<file path="config.mk">
export PLATFORM = sky130hd
export DESIGN_NAME = key_matrix_edge_tracker_flat
export DESIGN_NICKNAME = d
export VERILOG_FILES = /design/src/design/kmet_pkg.sv /design/src/design/kmet_scan_if.sv /design/src/design/kmet_event_if.sv /design/src/design/kmet_ctrl.sv /design/src/design/kmet_datapath.sv /design/src/design/key_matrix_edge_tracker.sv /design/src/flat_wrapper.sv
export SDC_FILE = /design/constraint.sdc
export NUM_CORES = 1
export LEC_CHECK = 0
export BUFFER_PORTS_ARGS = -buffer_cell sky130_fd_sc_hd__buf_2
export CAP_MARGIN = 30
export CELL_PAD_IN_SITES_DETAIL_PLACEMENT = 1
export CELL_PAD_IN_SITES_GLOBAL_PLACEMENT = 1
export CORE_UTILIZATION = 50
export DETAILED_ROUTE_END_ITERATION = 12
export GPL_ROUTABILITY_DRIVEN = 1
export GPL_TIMING_DRIVEN = 0
export PLACE_DENSITY = 0.93
export SLEW_MARGIN = 10
export SYNTH_ARGS = -nofsm -noshare
export SYNTH_HDL_FRONTEND = slang
export SYNTH_SLANG_ARGS = --single-unit
</file>
<file path="constraint.sdc">
create_clock -name i_clk -period 6.9 [get_ports i_clk]
set_clock_uncertainty 0.15 [all_clocks]
set_input_delay 0.345 -clock i_clk [delete_from_list [all_inputs] [get_ports i_clk]]
set_output_delay 0.345 -clock i_clk [all_outputs]
set_load 0.1 [all_outputs]
</file>
<file path="src/design/kmet_pkg.sv">
// Package: key matrix sizes, level codes, controller states and control structs.
package kmet_pkg;

    localparam int ROWS     = 5;
    localparam int COLS     = 5;
    localparam int MAX_KEYS = 25;
    localparam int NKEYS    = (ROWS * COLS > MAX_KEYS) ? MAX_KEYS : ROWS * COLS;
    localparam int SCAN_W   = 25;
    localparam int KEY_W    = 5;
    localparam int LEVEL_W  = 2;

    // Bits of the scan word that belong to real keys.
    localparam logic [SCAN_W-1:0] KEY_MASK =
        (NKEYS >= SCAN_W) ? {SCAN_W{1'b1}} : SCAN_W'((64'd1 << NKEYS) - 64'd1);

    localparam logic [KEY_W-1:0] TOP_KEY = KEY_W'(NKEYS - 1);

    typedef enum logic [LEVEL_W-1:0] {
        LVL_LOW  = 2'd0,
        LVL_RISE = 2'd1,
        LVL_HIGH = 2'd2,
        LVL_FALL = 2'd3
    } t_level;

    typedef enum logic {
        ST_IDLE,
        ST_WALK
    } t_state;

    typedef struct packed {
        logic load;   // take a new frame, update all levels, clear walk position
        logic step;   // look at the key under the walk position
    } t_ctrl_cmd;

    typedef struct packed {
        logic at_last;   // walk position is on the last key
        logic out_free;  // output register can take an item this cycle
    } t_dp_status;

    // Level of one key after a new scan bit.
    function automatic t_level next_level(input logic nb, input logic pb, input t_level lvl);
        t_level nl;
        nl = lvl;
        if (nb != pb) begin
            nl = nb ? LVL_RISE : LVL_FALL;
        end else if (lvl == LVL_RISE) begin
            nl = LVL_HIGH;
        end else if (lvl == LVL_FALL) begin
            nl = LVL_LOW;
        end
        return nl;
    endfunction

endpackage

</file>
<file path="src/design/kmet_scan_if.sv">
// Interface: scan frame channel.
interface kmet_scan_if;
    logic                           valid;
    logic                           ready;
    logic [kmet_pkg::SCAN_W-1:0]    scan_bits;

    modport source (output valid, output scan_bits, input ready);
    modport sink   (input valid, input scan_bits, output ready);
endinterface

</file>
<file path="src/design/kmet_event_if.sv">
// Interface: key event channel.
interface kmet_event_if;
    logic                           valid;
    logic                           ready;
    logic [kmet_pkg::KEY_W-1:0]     key_index;
    logic [kmet_pkg::LEVEL_W-1:0]   new_level;
    logic                           frame_end;

    modport source (output valid, output key_index, output new_level, output frame_end,
                    input ready);
    modport sink   (input valid, input key_index, input new_level, input frame_end,
                    output ready);
endinterface

</file>
<file path="src/design/kmet_ctrl.sv">
// Controller: frame accept and key walk sequencing.
module kmet_ctrl (
    input  logic                   i_clk,
    input  logic                   i_rst_n,
    input  logic                   i_scan_valid,
    output logic                   o_scan_ready,
    input  kmet_pkg::t_dp_status   i_status,
    output kmet_pkg::t_ctrl_cmd    o_cmd
);

    kmet_pkg::t_state r_state;
    kmet_pkg::t_state n_state;

    always_ff @(posedge i_clk) begin
        if (!i_rst_n) begin
            r_state <= kmet_pkg::ST_IDLE;
        end else begin
            r_state <= n_state;
        end
    end

    always_comb begin
        n_state      = r_state;
        o_scan_ready = 1'b0;
        o_cmd        = '0;
        case (r_state)
            kmet_pkg::ST_IDLE: begin
                o_scan_ready = 1'b1;
                if (i_scan_valid) begin
                    o_cmd.load = 1'b1;
                    n_state    = kmet_pkg::ST_WALK;
                end
            end
            kmet_pkg::ST_WALK: begin
                // advance only when a found event has somewhere to go
                if (i_status.out_free) begin
                    o_cmd.step = 1'b1;
                    if (i_status.at_last) begin
                        n_state = kmet_pkg::ST_IDLE;
                    end
                end
            end
            default: begin
                n_state = kmet_pkg::ST_IDLE;
            end
        endcase
    end

endmodule

</file>
<file path="src/design/kmet_datapath.sv">
// Datapath: previous frame, key levels, change mask, walk counter and output register.
module kmet_datapath (
    input  logic                             i_clk,
    input  logic                             i_rst_n,
    input  kmet_pkg::t_ctrl_cmd              i_cmd,
    input  logic [kmet_pkg::SCAN_W-1:0]      i_scan_bits,
    input  logic                             i_out_ready,
    output kmet_pkg::t_dp_status             o_status,
    output logic                             o_out_valid,
    output logic [kmet_pkg::KEY_W-1:0]       o_key_index,
    output logic [kmet_pkg::LEVEL_W-1:0]     o_new_level,
    output logic                             o_frame_end
);

    logic [kmet_pkg::SCAN_W-1:0]   r_prev;
    logic [kmet_pkg::SCAN_W-1:0]   r_mask;
    kmet_pkg::t_level              r_levels [kmet_pkg::MAX_KEYS];
    logic [kmet_pkg::KEY_W-1:0]    r_pos;
    logic                          r_out_valid;
    logic [kmet_pkg::KEY_W-1:0]    r_key;
    logic [kmet_pkg::LEVEL_W-1:0]  r_lvl;
    logic                          r_end;

    logic [kmet_pkg::SCAN_W-1:0]   scan;
    kmet_pkg::t_level              n_levels [kmet_pkg::MAX_KEYS];
    logic [kmet_pkg::SCAN_W-1:0]   n_mask;
    logic [kmet_pkg::SCAN_W-1:0]   pos_bit;
    logic [kmet_pkg::SCAN_W-1:0]   rest_mask;
    logic                          hit;

    assign scan = i_scan_bits & kmet_pkg::KEY_MASK;

    // every key settles independently of the others
    always_comb begin
        n_mask = '0;
        for (int k = 0; k < kmet_pkg::MAX_KEYS; k++) begin
            n_levels[k] = kmet_pkg::next_level(scan[k], r_prev[k], r_levels[k]);
            n_mask[k]   = (n_levels[k] != r_levels[k]);
        end
    end

    assign pos_bit   = kmet_pkg::SCAN_W'(1) << r_pos;
    assign hit       = |(r_mask & pos_bit);
    assign rest_mask = r_mask & ~pos_bit;

    assign o_status.at_last  = (r_pos == kmet_pkg::TOP_KEY);
    assign o_status.out_free = !r_out_valid || i_out_ready;

    always_ff @(posedge i_clk) begin
        if (!i_rst_n) begin
            r_prev <= '0;
            r_mask <= '0;
            r_pos  <= '0;
            for (int k = 0; k < kmet_pkg::MAX_KEYS; k++) begin
                r_levels[k] <= kmet_pkg::LVL_LOW;
            end
        end else if (i_cmd.load) begin
            r_prev   <= scan;
            r_mask   <= n_mask;
            r_pos    <= '0;
            r_levels <= n_levels;
        end else if (i_cmd.step) begin
            r_mask <= rest_mask;
            r_pos  <= o_status.at_last ? '0 : r_pos + 1'b1;
        end
    end

    always_ff @(posedge i_clk) begin
        if (!i_rst_n) begin
            r_out_valid <= 1'b0;
        end else if (i_cmd.step && hit) begin
            r_out_valid <= 1'b1;
        end else if (i_out_ready) begin
            r_out_valid <= 1'b0;
        end
    end

    always_ff @(posedge i_clk) begin
        if (i_cmd.step && hit) begin
            r_key <= r_pos;
            r_lvl <= r_levels[r_pos];
            r_end <= (rest_mask == '0);
        end
    end

    assign o_out_valid = r_out_valid;
    assign o_key_index = r_key;
    assign o_new_level = r_lvl;
    assign o_frame_end = r_end;

endmodule

</file>
<file path="src/design/key_matrix_edge_tracker.sv">
// Top level: key matrix edge and level tracker.
// Input channel i_scan carries one full matrix scan per item, one bit per key,
// key = row*COLS + col, 1 = pressed. Bits at or above ROWS*COLS are ignored.
// Output channel o_event carries one item per key whose level changed:
// key_index, new_level (0 low, 1 rising, 2 high, 3 falling) and frame_end,
// which is set on the last item of a frame. A frame with no change emits nothing.
// Timing: taking a frame also updates every key's level and builds a mask of
// changed keys. A counter then walks the keys, one per cycle while the output
// register can take an item; the earliest event is made by the first walk step
// after the accept and is registered in the output register.
// Events go out in ascending key order through one output register. When the
// receiver stalls, the walk holds on its current key while that register is
// full. The next frame is taken as soon as the walk ends,
// even while the last event of the previous frame still waits.
// Reset (synchronous, active low) clears the previous frame to zeros, all key
// levels to low, the walk counter and the output valid.
module key_matrix_edge_tracker (
    input  logic          i_clk,
    input  logic          i_rst_n,
    kmet_scan_if.sink     i_scan,
    kmet_event_if.source  o_event
);

    kmet_pkg::t_ctrl_cmd   cmd;
    kmet_pkg::t_dp_status  status;

    kmet_ctrl u_ctrl (
        .i_clk        (i_clk),
        .i_rst_n      (i_rst_n),
        .i_scan_valid (i_scan.valid),
        .o_scan_ready (i_scan.ready),
        .i_status     (status),
        .o_cmd        (cmd)
    );

    kmet_datapath u_datapath (
        .i_clk       (i_clk),
        .i_rst_n     (i_rst_n),
        .i_cmd       (cmd),
        .i_scan_bits (i_scan.scan_bits),
        .i_out_ready (o_event.ready),
        .o_status    (status),
        .o_out_valid (o_event.valid),
        .o_key_index (o_event.key_index),
        .o_new_level (o_event.new_level),
        .o_frame_end (o_event.frame_end)
    );

endmodule
</file>
<file path="src/flat_wrapper.sv">
// flat-port wrapper written by rule: the top's interface ports become plain ports
module key_matrix_edge_tracker_flat 
  (i_clk, i_rst_n, i_scan_valid, i_scan_scan_bits, i_scan_ready, o_event_valid, o_event_key_index, o_event_new_level, o_event_frame_end, o_event_ready);
  kmet_scan_if i_scan_i ();
  kmet_event_if o_event_i ();
  input  logic i_clk;
  input  logic i_rst_n;
  input wire logic [$bits(i_scan_i.valid)-1:0] i_scan_valid;
  input wire logic [$bits(i_scan_i.scan_bits)-1:0] i_scan_scan_bits;
  output wire logic [$bits(i_scan_i.ready)-1:0] i_scan_ready;
  output wire logic [$bits(o_event_i.valid)-1:0] o_event_valid;
  output wire logic [$bits(o_event_i.key_index)-1:0] o_event_key_index;
  output wire logic [$bits(o_event_i.new_level)-1:0] o_event_new_level;
  output wire logic [$bits(o_event_i.frame_end)-1:0] o_event_frame_end;
  input wire logic [$bits(o_event_i.ready)-1:0] o_event_ready;
  assign i_scan_i.valid = i_scan_valid;
  assign i_scan_i.scan_bits = i_scan_scan_bits;
  assign i_scan_ready = i_scan_i.ready;
  assign o_event_valid = o_event_i.valid;
  assign o_event_key_index = o_event_i.key_index;
  assign o_event_new_level = o_event_i.new_level;
  assign o_event_frame_end = o_event_i.frame_end;
  assign o_event_i.ready = o_event_ready;
  key_matrix_edge_tracker u_core (.i_clk(i_clk), .i_rst_n(i_rst_n), .i_scan(i_scan_i), .o_event(o_event_i));
endmodule
</file>
# == After elaboration in Yosys (flattened, before gate mapping) ==
# Cells that the tools add are included.
# classes
add_sub_neg,1
magnitude_cmp,1
n_eq_ne,101
shifts,1
n_mux,116
bitwise_logic,6
reduce_logical,8
# op_table
operator,count
two-way mux 2 bit,102
bitwise AND 25 bit,2
equality test 2 x 1 -> 1 bit (second input constant),25
equality test 2 bit (second input constant),25
two-way mux 25 bit,2
inequality test 2 bit,25
zero test 25 bit,1
inequality test 1 bit,25
inverter 25 bit,1
OR reduction 25 bit,1
left shift 1 x 5 -> 25 bit (first input constant),1
binary-select mux 2 bit (select 5 bit),1
two-way mux 1 bit,9
>= comparator 6 bit (second input constant),1
inverter 5 -> 6 bit,1
adder 5 x 1 -> 5 bit (second input constant),1
equality test 5 bit (second input constant),1
two-way mux 5 bit,1
nonzero test 2 bit,2
inverter 1 bit,2
one-hot mux 1 bit (2 select lines),1
OR reduction 2 bit,1
logical AND 1 bit,1
zero test 1 bit,1
logical OR 1 bit,1
# word_totals
register_bits,115
out_inout_bits,10
elab_cells,267

# == Longest topological paths before layout ==
# Gate-level depths: netlist of the first run.
# depth
word_depth,6
ltp_mapped,9

# == Hierarchy ==
# Synthesis of the first run repeated with hierarchy kept, for this count alone.
# hier_totals
hier_cells,820
area_unflattened_um2,7048.0
# modules_own_cells
mod,n_inst,cells_per_inst,area_per_inst_um2,seq_area_each_um2
kmet_datapath,1,814,6993.0,2362.3
kmet_ctrl,1,6,55.1,20.0

# == Worst setup path before layout of the first run ==
# No wires, ideal clock.
# synth_path
kind,register to register
startpoint,register u_core.u_datapath.r_pos[0] (netlist bit)
endpoint,register u_core.u_datapath.r_end (netlist: u_core.u_datapath.o_frame_end) (enable)
setup_ns,0.370
arrival_time_ns,1.918
path_slack_ns,4.462
stages_incl_launch_ff,10
path_buffers,2
synth_period_minus_slack_ns,2.438
path_cell_list,dfxtp_1 -> buf_2 -> inv_1 -> ha_1 -> clkbuf_1 -> nand2b_1 -> o32a_1 -> o2111ai_1 -> nor4_1 -> nor2_1
# synth_between
elab_chain_cells,4
# synth_rtl
element,line,source
"start, declared",kmet_datapath.sv:18,logic [kmet_pkg::KEY_W-1:0] r_pos;
"start signal, assigned",kmet_datapath.sv:64,r_pos <= o_status.at_last ? '0 : r_pos + 1'b1;
left shift 1 x 5 -> 25 bit,kmet_datapath.sv:42,assign pos_bit = kmet_pkg::SCAN_W'(1) << r_pos;
bitwise AND 25 bit,kmet_datapath.sv:43,assign hit = |(r_mask & pos_bit);
OR reduction 25 bit,kmet_datapath.sv:43,
logical AND 1 bit,kmet_datapath.sv:79,if (i_cmd.step && hit) begin
"end signal, assigned",kmet_datapath.sv:82,r_end <= (rest_mask == '0);
"end, declared",kmet_datapath.sv:22,logic r_end;
# Every way passes these cells.
# A chain may end at the register's enable or synchronous reset.

# == Final worst setup path of the first run ==
# Ends and elaborated chain as after synthesis.

==> results of run 1 <==
## layout make-up
type                    instances  area share (%)
multi-input cells             648            53.2
clock inverters                 9            1.86
flip-flops and latches        115            29.6
clock buffers                  23            6.06
diodes                          1          0.0311
inverters                      38            1.77
well taps                     176            2.73
repair buffers                 37            2.30
plain buffers                  48            2.47
## routing by layer
metal,GRT usage (%),up-vias
li1,-,3125
met4,27.5,0
met2,62.3,421
met3,10.8,146
met5,0,-
met1,43.6,3595
## power by group
group	switching [mW]	internal, mW
sequential	0.0660	0.722
clock	0.335	0.640
combinational	0.231	0.144
## kinds of logic (layout without fill, tap and decap cells)
family	Yosys count	count (layout)	synth area share, %
muxes	31	31	6.60
and+or+nand+nor	336	336	23.3
other	0	1	0
buffers and inverters	86	155	4.87
AOI/OAI and AO/OA	217	217	21.6
xor gates and xnor gates	33	33	4.12
DFF	115	115	34.0
adders and majority gates	31	31	5.53
## sequential cells by signal, indices dropped and copies added, names as in the netlist
signal,count
u_core.u_ctrl.r_state,1
u_core.u_datapath.r_prev,25
u_core.u_datapath.r_levels,50
u_core.u_datapath.r_mask,25
u_core.u_datapath.o_out_valid,1
u_core.u_datapath.o_key_index,5
u_core.u_datapath.o_frame_end,1
u_core.u_datapath.r_pos,5
u_core.u_datapath.o_new_level,2
## how the worst min path moves through the flow
stage,to,slack (ns)
global route,u_core.u_datapath.r_prev[10]$_SDFFE_PN0P_,0.03
global placement,u_core.u_datapath.r_prev[21]$_SDFFE_PN0P_,0.31
floorplan,u_core.u_datapath.o_key_index[2]$_DFFE_PP_,0.30
detailed placement,u_core.u_datapath.r_prev[18]$_SDFFE_PN0P_,0.32
CTS,u_core.u_datapath.r_prev[10]$_SDFFE_PN0P_,0.03
finish,u_core.u_datapath.r_prev[10]$_SDFFE_PN0P_,0.03
## worst max-delay path, delay by kind of cell, from the launching register on
| kind | cells | cell delay [ns] |
|---|---|---|
| AND/OR/NAND/NOR | 3 | 1.22 |
| adder cells (fa/ha/maj) | 1 | 0.24 |
| buffers and inverters | 3 | 0.73 |
| flip-flops | 1 | 0.45 |
| AO/OA/AOI/OAI | 2 | 0.31 |
## synth_stat cells (all sizes together) (13+ instances only)
| library cell | count | share of area (%) |
|---|---|---|
| nand3 | 20 | 1.4 |
| nor2 | 75 | 4.0 |
| o21ai | 51 | 3.6 |
| o311ai | 19 | 2.4 |
| dfxtp | 107 | 31 |
| ha | 31 | 5.5 |
| a21boi | 49 | 5.2 |
| mux2i | 17 | 2.4 |
| o211ai | 26 | 2.8 |
| clkbuf | 30 | 1.6 |
| nor3b | 23 | 2.5 |
| nand2b | 62 | 5.5 |
| buf | 18 | 1.2 |
| a21oi | 16 | 1.1 |
| a31oi | 15 | 1.3 |
| inv | 37 | 2.0 |
| xnor2 | 22 | 2.7 |
| nor2b | 13 | 1.2 |
| nand2 | 117 | 6.3 |
## per-stage QoR
step / hold WS, ns / util (%) / std cells
global placement: 0.312 / 55.1 / 1062
finish: 0.0254 / 59.9 / 1095
floorplan: 0.302 / - / 849
detailed placement: 0.323 / 55.1 / 1062
global route: 0.0332 / 59.9 / 1094
CTS: 0.0253 / 59.9 / 1094
## cells in the final DEF, fill, tap and decap left out, types with 8 or more instances in the layout
cell type / Yosys / layout
nand2_1: 117 / 117
dfxtp_1: 107 / 107
nor2_1: 75 / 75
nand2b_1: 62 / 62
o21ai_0: 51 / 51
a21boi_0: 49 / 49
buf_2: 9 / 46
inv_1: 37 / 37
clkbuf_1: 30 / 32
ha_1: 31 / 31
o211ai_1: 26 / 26
nor3b_1: 23 / 23
xnor2_1: 22 / 22
nand3_1: 20 / 20
o311ai_0: 19 / 19
mux2i_1: 17 / 17
clkbuf_16: 0 / 17
a21oi_1: 16 / 16
a31oi_1: 15 / 15
nor2b_1: 13 / 13
mux4_2: 12 / 12
xor2_1: 11 / 11
nand4_1: 9 / 9
buf_1: 8 / 8
o211a_1: 8 / 8
edfxtp_1: 8 / 8
==> results.md, run 1 <==
* Required @ worst endpoint at 6.86 ns
* Critical-path cell list: buf_2 -> inv_1 -> ha_1 -> clkbuf_1 -> nand2b_1 -> o32a_1 -> o2111ai_1 -> nor4_1 -> nor2_1
* Number of clock sinks at 115
* Startpoint Class: flip-flop
* Metal-1 WL at 10400 microns
* Total core area at 13500 sq um
* Pleak at 3.12 nW
* Dpl cell area at 7420 sq um
* Post-CTS Setup Bufs at 0
* Ys flop type: dfxtp_1
* Die Width at 120 microns
* Post-synth EDFFs at 8
* Resized cells post-CTS at 0
* Hold/Removal Path Class: primary input to flip-flop
* Netlist cell types at 55
* DRC at 0
* WL final at 27000 microns
* Min-Delay Path Depth at 3
* Final setup margin at 3.46 ns
* DR vias/cell at 6.65
* R2R setup slack at 3.46 ns
* Seq/Total Area, Yosys at 34.0%
* Reg2Reg Launch Point: u_core.u_datapath.r_pos[0]$_SDFFE_PP0P_
* Unrepaired setup endpoints after global routing: no
* DP Worst Slack at 3.63 ns
* Setup violations, final at 0
* Worst-path fanout max at 9
* CTS tree: done
* # hold bufs at CTS at 0
* GRT overflow at 0
* Multi-input logic area at 4290 sq um
* Crit path DAT at 3.40 ns
* Clock root buffer master: clkbuf_16
* Design area at 8060 sq um
* Setup tns final at 0 ns
* Via count at 7287
* Power Density at 265 nW/um^2
* Largest net degree at the start of global routing at 17
* H-tree levels at 4
* Average wire per cell in the routed design at 24.7 microns
* Slew margin rel. at 34.3%
* CTS Buffer Depth at 2
* Yosys synthesis warning count at 0
* Slowest-stage cell, CP: nor4_1
* RR Endpoint: u_core.u_datapath.o_frame_end$_DFFE_PP_
* Highest routed metal layer: met4
* Gpl congestion at 1.00
* Slew Viols, Final at 0
* Initial antenna violation count at 0
* Worst hold path startpoint: i_scan_scan_bits[10]
* Post-synthesis register bit count at 115
* IO Count at 39
* FMAX at 0.291 GHz
* Vias in the first global route at 7454
* Final Hold Viols at 0
* Slew @ Worst Pin at 0.973 ns
* Crit Path Category: flip-flop to flip-flop
* Syn avg cell area at 8.26 sq um
* Area added between synthesis and finish at 14.9%
* Row cnt at 42
* Max Cap Violations at 0
* Critical Path Source: u_core.u_datapath.r_pos[0]$_SDFFE_PP0P_
* Post-Syn Area at 7010 sq um
* First-pass GRT wire length at 41800 microns
* Drt pass-1 iters at 5
* Ratio of cells with drive above 1 in the final layout at 10.0%
* Port bufs at 37
* Largest stage delay, worst path at 0.63 ns
* Area of the die at 14500 sq um
* Post-Synthesis Net Count at 909
* GRT Resource Usage Total at 38.5%
* Cell depth of the worst flop-to-flop path at 9
* Post-Synthesis Cells at 849
* First-iteration detailed-routing DRC count at 561
* Crit path time final at 3.44 ns
* Routed Antenna Nets at 0
* Worst-Skew Late Latency at 0.44 ns
* Pwr Total at 2.14 mW
* Met2 routed WL at 12500 microns
* Maximum vdd drop at 0.000160 V
* FF+latch area at 2380 sq um
* Die Y at 120 microns
* Crit share post-route at 49.9%
* FFs w/ async S/R, synth at 0%
* CTS buffer count at 17
* Met3 routed WL at 2430 microns
* Reg clk slew, reported paths at 0.06 ns
* Critical path destination: u_core.u_datapath.o_frame_end$_DFFE_PP_
* Final HPWL DP at 18000 microns
* Nets at 965
* Worst Setup End Kind: flip-flop
* Final-layout fill cell count at 1644
* Initial Util at 52.1%
* Status: finished clean
Note: power is estimated with default switching activity, not from simulation.
==> run 2: changes to the inputs <==
--- a/config.mk
+++ b/config.mk
@@ -9,11 +9,11 @@
 export CAP_MARGIN = 30
 export CELL_PAD_IN_SITES_DETAIL_PLACEMENT = 1
 export CELL_PAD_IN_SITES_GLOBAL_PLACEMENT = 1
-export CORE_UTILIZATION = 50
+export CORE_UTILIZATION = 47
 export DETAILED_ROUTE_END_ITERATION = 12
 export GPL_ROUTABILITY_DRIVEN = 1
 export GPL_TIMING_DRIVEN = 0
-export PLACE_DENSITY = 0.93
+export PLACE_DENSITY = 0.89
 export SLEW_MARGIN = 10
 export SYNTH_ARGS = -nofsm -noshare
 export SYNTH_HDL_FRONTEND = slang
==> constraint.sdc (replaced) <==
create_clock -name i_clk -period 3.5 [get_ports i_clk]
set_clock_uncertainty 0.15 [all_clocks]
set_input_delay 0.175 -clock i_clk [delete_from_list [all_inputs] [get_ports i_clk]]
set_output_delay 0.175 -clock i_clk [all_outputs]
set_load 0.1 [all_outputs]
==> results.md, run 2 (synthesis results as in run 1) <==
* Crit path DAT at 3.21 ns
* Slew Viols, Final at 0
* Final Util at 56.9%
* WL final at 26000 microns
* Biggest register: u_core.u_datapath.r_levels
* CTS tree: done
* FF+latch area at 2380 sq um
* Largest register FFs at 50
* Required @ worst endpoint at 3.41 ns
* Resized cells post-CTS at 0
* Final Hold Viols at 0
* Area of the die at 15400 sq um
* Slew @ Worst Pin at 0.918 ns
* # hold bufs at CTS at 27
* Worst hold slack at 0.0690 ns
* Gpl congestion at 0.996
* Final HPWL DP at 17900 microns
* Setup violations, final at 0
* Area added between synthesis and finish at 18.1%
* CTS buffer count at 17
* Critical-path cell list: buf_2 -> inv_1 -> ha_1 -> clkbuf_1 -> nand2b_1 -> o32a_1 -> o2111ai_1 -> nor4_1 -> nor2_1
* Most frequent cells in the layout: nand2_1, dfxtp_1, nor2_1
* First-pass GRT wire length at 40100 microns
* Unrepaired setup endpoints after global routing: no
* Routed Antenna Nets at 0
* Die Width at 124 microns
* Ratio of cells with drive above 1 in the final layout at 9.41%
* Crit path time final at 3.29 ns
* DRC at 0
* Row cnt at 44
* Average wire per cell in the routed design at 23.0 microns
* Worst-Skew Late Latency at 0.44 ns
* Status: finished clean
* Multi-input logic area at 4290 sq um
* IO Count at 39
* Reg clk slew, reported paths at 0.06 ns
* Pleak at 3.20 nW
* Vias in the first global route at 7312
* Initial Util at 48.2%
* Slew margin rel. at 38.8%
* H-tree levels at 4
* Post-CTS Setup Bufs at 0
* Final-layout fill cell count at 1739
* First-iteration detailed-routing DRC count at 439
* Power Density at 489 nW/um^2
* Startpoint Class: flip-flop
* Setup tns final at 0 ns
* Crit share post-route at 94.1%
* Largest stage delay, worst path at 0.53 ns
* Number of clock sinks at 115
* FMAX at 0.304 GHz
* Via count at 7041
* Initial antenna violation count at 2
* Drt pass-1 iters at 5
* GRT Resource Usage Total at 35.5%
* DR vias/cell at 6.23
* Die Y at 124 microns
* Hold/Removal Path Class: primary input to flip-flop
* Clock root buffer master: clkbuf_16
* Crit Path Category: flip-flop to flip-flop
* Diodes inserted at 0
* Max Cap Violations at 0
* Port bufs at 37
* Largest net degree at the start of global routing at 17
* Slowest-stage cell, CP: nor2_1
* Maximum vdd drop at 0.000311 V
* Largest regs: u_core.u_datapath.r_levels x50, u_core.u_datapath.r_mask x25, u_core.u_datapath.r_prev x25
* CTS Buffer Depth at 2
* GRT overflow at 0
* Most common cell after layout, fill and taps aside: nand2_1
* Worst-path fanout max at 9
* Total core area at 14500 sq um
* Worst Setup End Kind: flip-flop
* Nets at 993
-- run 2: metal layers --
layer	global-route usage, %	vias up	wire length (microns)
met4	21.6	2	1310
met1	42.3	3484	10700
li1	-	3178	-
met5	0	-	13
met3	7.69	99	1710
met2	58.3	278	12300
-- run 2: where the power goes --
group	switching (mW)	total, mW	internal (mW)
sequential	0.125	1.55	1.42
clock	0.645	1.75	1.10
combinational	0.444	0.748	0.304
total	1.21	4.05	2.83
-- run 2: cell type report --
cell class	instances	share of cell area, %
clock inverters	12	1.68
inverters	38	1.72
repair buffers	65	5.56
clock buffers	20	5.28
multi-input cells	648	51.8
well taps	184	2.78
plain buffers	48	2.40
flip-flops and latches	115	28.8
-- run 2: worst max-delay path: cells and delay by family, from the launching register on --
family                   cells  cell delay (ns)
AO/OA/AOI/OAI                2             0.50
adder cells (fa/ha/maj)      1             0.19
buffers and inverters        3             0.83
flip-flops                   1             0.37
AND/OR/NAND/NOR              3             0.88
-- run 2: final timing paths --
path	start	endpoint	slack, ns	cells after the start
max	u_core.u_datapath.r_pos[0]$_SDFFE_PP0P_	u_core.u_datapath.o_key_index[0]$_DFFE_PP_	0.21	9
min	i_rst_n	u_core.u_datapath.r_levels[12]$_SDFFE_PN0P_	0.07	2
max reg2reg	u_core.u_datapath.r_pos[0]$_SDFFE_PP0P_	u_core.u_datapath.o_key_index[0]$_DFFE_PP_	0.21	9
min reg2reg	u_core.u_datapath.r_prev[7]$_SDFFE_PN0P_	u_core.u_datapath.r_prev[7]$_SDFFE_PN0P_	0.33	2
-- run 2: per-stage QoR --
stage / setup WS (ns) / area, sq um / cells / power, mW
2_1_floorplan: 1.06 / 7010 / 849 / 2.02
3_3_place_gp: 0.282 / 7430 / 1070 / 2.22
5_1_grt: 0.0163 / 8280 / 1130 / 4.17
4_1_cts: 0.236 / 8270 / 1129 / 4.02
6_report: 0.207 / 8280 / 1130 / 4.05
3_5_place_dp: 0.248 / 7430 / 1070 / 2.26
==> run 3: changes to the inputs <==
--- a/config.mk
+++ b/config.mk
@@ -14,6 +14,7 @@
 export GPL_ROUTABILITY_DRIVEN = 1
 export GPL_TIMING_DRIVEN = 0
 export PLACE_DENSITY = 0.89
+export REMOVE_ABC_BUFFERS = 1
 export SLEW_MARGIN = 10
 export SYNTH_ARGS = -nofsm -noshare
 export SYNTH_HDL_FRONTEND = slang
==> results.md, run 3 (synthesis results as in run 1) <==
* Row cnt at 44
* First-pass GRT wire length at 32100 microns
* Via count at 6416
* Max Cap Violations at 0
* Clock share of power at 40.6%
* FMAX at 0.304 GHz
* Setup violations, final at 0
* Largest net degree at the start of global routing at 58
* Final Hold Viols at 0
* Final setup margin at 0.212 ns
* Startpoint Class: flip-flop
* Worst Setup End Kind: flip-flop
* Worst-path fanout max at 17
* Routed Antenna Nets at 0
* Area added between synthesis and finish at 16.9%
* Biggest register: u_core.u_datapath.r_levels
* Post-CTS Setup Bufs at 0
* Drt pass-1 iters at 5
* Net Sw Frac at 29.2%
* Slew @ Worst Pin at 1.01 ns
* Crit path time final at 3.29 ns
* Largest register FFs at 50
* Port bufs at 38
* Ratio of cells with drive above 1 in the final layout at 10.1%
* H-tree levels at 4
* Crit share post-route at 93.9%
* Diodes inserted at 0
* Metal-1 WL at 8700 microns
* FF+latch area at 2380 sq um
* Highest routed metal layer: met5
* Maximum vdd drop at 0.000354 V
* Comb power frac at 18.4%
* Most frequent cells in the layout: nand2_1, dfxtp_1, nor2_1
* Gpl congestion at 0.938
* Power Density at 459 nW/um^2
* Int Pwr at 2.66 mW
* Final-layout fill cell count at 1741
* DR vias/cell at 5.90
* Nets at 952
* CTS Buffer Depth at 2
* Seq pwr share at 41.0%
* GRT Resource Usage Total at 27.4%
* Status: finished clean
* WL final at 19800 microns
* Met2 routed WL at 9830 microns
* Multi-input logic area at 4310 sq um
* Pleak at 3.17 nW
* Initial antenna violation count at 1
* Crit path DAT at 3.27 ns
* IO Count at 39
* Average wire per cell in the routed design at 18.2 microns
* First-iteration detailed-routing DRC count at 390
* Clock root buffer master: clkbuf_16
* Most common cell after layout, fill and taps aside: nand2_1
* Vias in the first global route at 6572
* CTS buffer count at 17
* Initial Util at 48.2%
* Slew margin rel. at 32.3%
* Die Y at 124 microns
* Number of clock sinks at 115
* DRC at 0
* Pwr Total at 3.76 mW
* Largest regs: u_core.u_datapath.r_levels x50, u_core.u_datapath.r_mask x25, u_core.u_datapath.r_prev x25
* Reg clk slew, reported paths at 0.05 ns
* Hold/Removal Path Class: primary input to flip-flop
* Final HPWL DP at 13200 microns
* Total core area at 14500 sq um
* Required @ worst endpoint at 3.48 ns
* Area of the die at 15400 sq um
* CTS tree: done
* DP Worst Slack at -0.0132 ns
* Slew Viols, Final at 0
* R2R setup slack at 0.21 ns
* Worst-Skew Late Latency at 0.43 ns
* Die Width at 124 microns
* Crit Path Category: flip-flop to flip-flop
* Psw at 1.10 mW
* Met3 routed WL at 872 microns
* Unrepaired setup endpoints after global routing: no
* GRT overflow at 0
run 3: cell count changes in the layout (fill, tap and decap cells not counted), moves of 2 or more:
cell        change
buf_1           -8
buf_12          +3
buf_16          +3
buf_2           -9
bufinv_16       -3
clkbuf_1       -28
clkbuf_8        +2
clkinv_1        -3
clkinv_2        +4
clkinvlp_4      -3
dfxtp_1         -2
dfxtp_2         +2
run 3: critical path, cell delays in order (launching register included):
cell	delay, ns
dfxtp_2	0.52
buf_8	0.21
clkinv_1	0.34
ha_1	0.42
and3_1	0.23
a41oi_1	0.17
a41oi_1	0.18
nor4_2	0.48
nor2_1	0.26
run 3: worst paths after layout:
check | start | end | depth (start not counted)
max | u_core.u_datapath.r_pos[2]$_SDFFE_PP0P_ | u_core.u_datapath.o_key_index[3]$_DFFE_PP_ | 8
max reg2reg | u_core.u_datapath.r_pos[2]$_SDFFE_PP0P_ | u_core.u_datapath.o_key_index[3]$_DFFE_PP_ | 8
min reg2reg | u_core.u_datapath.r_prev[7]$_SDFFE_PN0P_ | u_core.u_datapath.r_prev[7]$_SDFFE_PN0P_ | 2
min | i_rst_n | u_core.u_datapath.r_pos[2]$_SDFFE_PP0P_ | 3
run 3: final cells by class:
cell class | count | area share (%)
Clock buffer | 24 | 5.76
Inverter | 38 | 1.74
Sequential cell | 115 | 29.1
Clock inverter | 7 | 0.428
Timing Repair Buffer | 72 | 7.57
Multi-Input combinational cell | 648 | 52.6
Tap cell | 184 | 2.81
run 3: what timing repair did:
item                                   in CTS  in global routing
resized for setup                           2                  1
endpoints found under the hold margin      39                  0
setup endpoints to repair                   8                  8
hold buffers                               27                  0
run 3: power groups by stage:
stage | registers [mW] | logic (mW) | clock network (mW)
2_1_floorplan | 1.55 | 0.457 | 0
3_3_place_gp | 1.56 | 0.616 | 0
3_5_place_dp | 1.56 | 0.660 | 0
4_1_cts | 1.54 | 0.695 | 1.54
5_1_grt | 1.55 | 0.773 | 1.59
6_report | 1.54 | 0.694 | 1.53
run 3: stage by stage:
step                      instance area, sq um  TNS, ns  util [%]  hold WS, ns  std cells
after floorplan                           6810  -114.54         -        0.141        801
after global placement                    7230  -356.35      49.8        0.295       1023
after detailed placement                  7410   -0.104      51.0        0.303       1030
after CTS                                 8190        0      56.3       0.0395       1088
after global routing                      8190        0      56.4       0.0804       1088
final                                     8190        0      56.4       0.0526       1088
run 3: per-layer routing:
layer	track usage, %	vias to the layer above
met2	47.2	142
met4	10.6	2
met3	6.64	34
li1	-	3092
met1	32.5	3146
met5	0	-
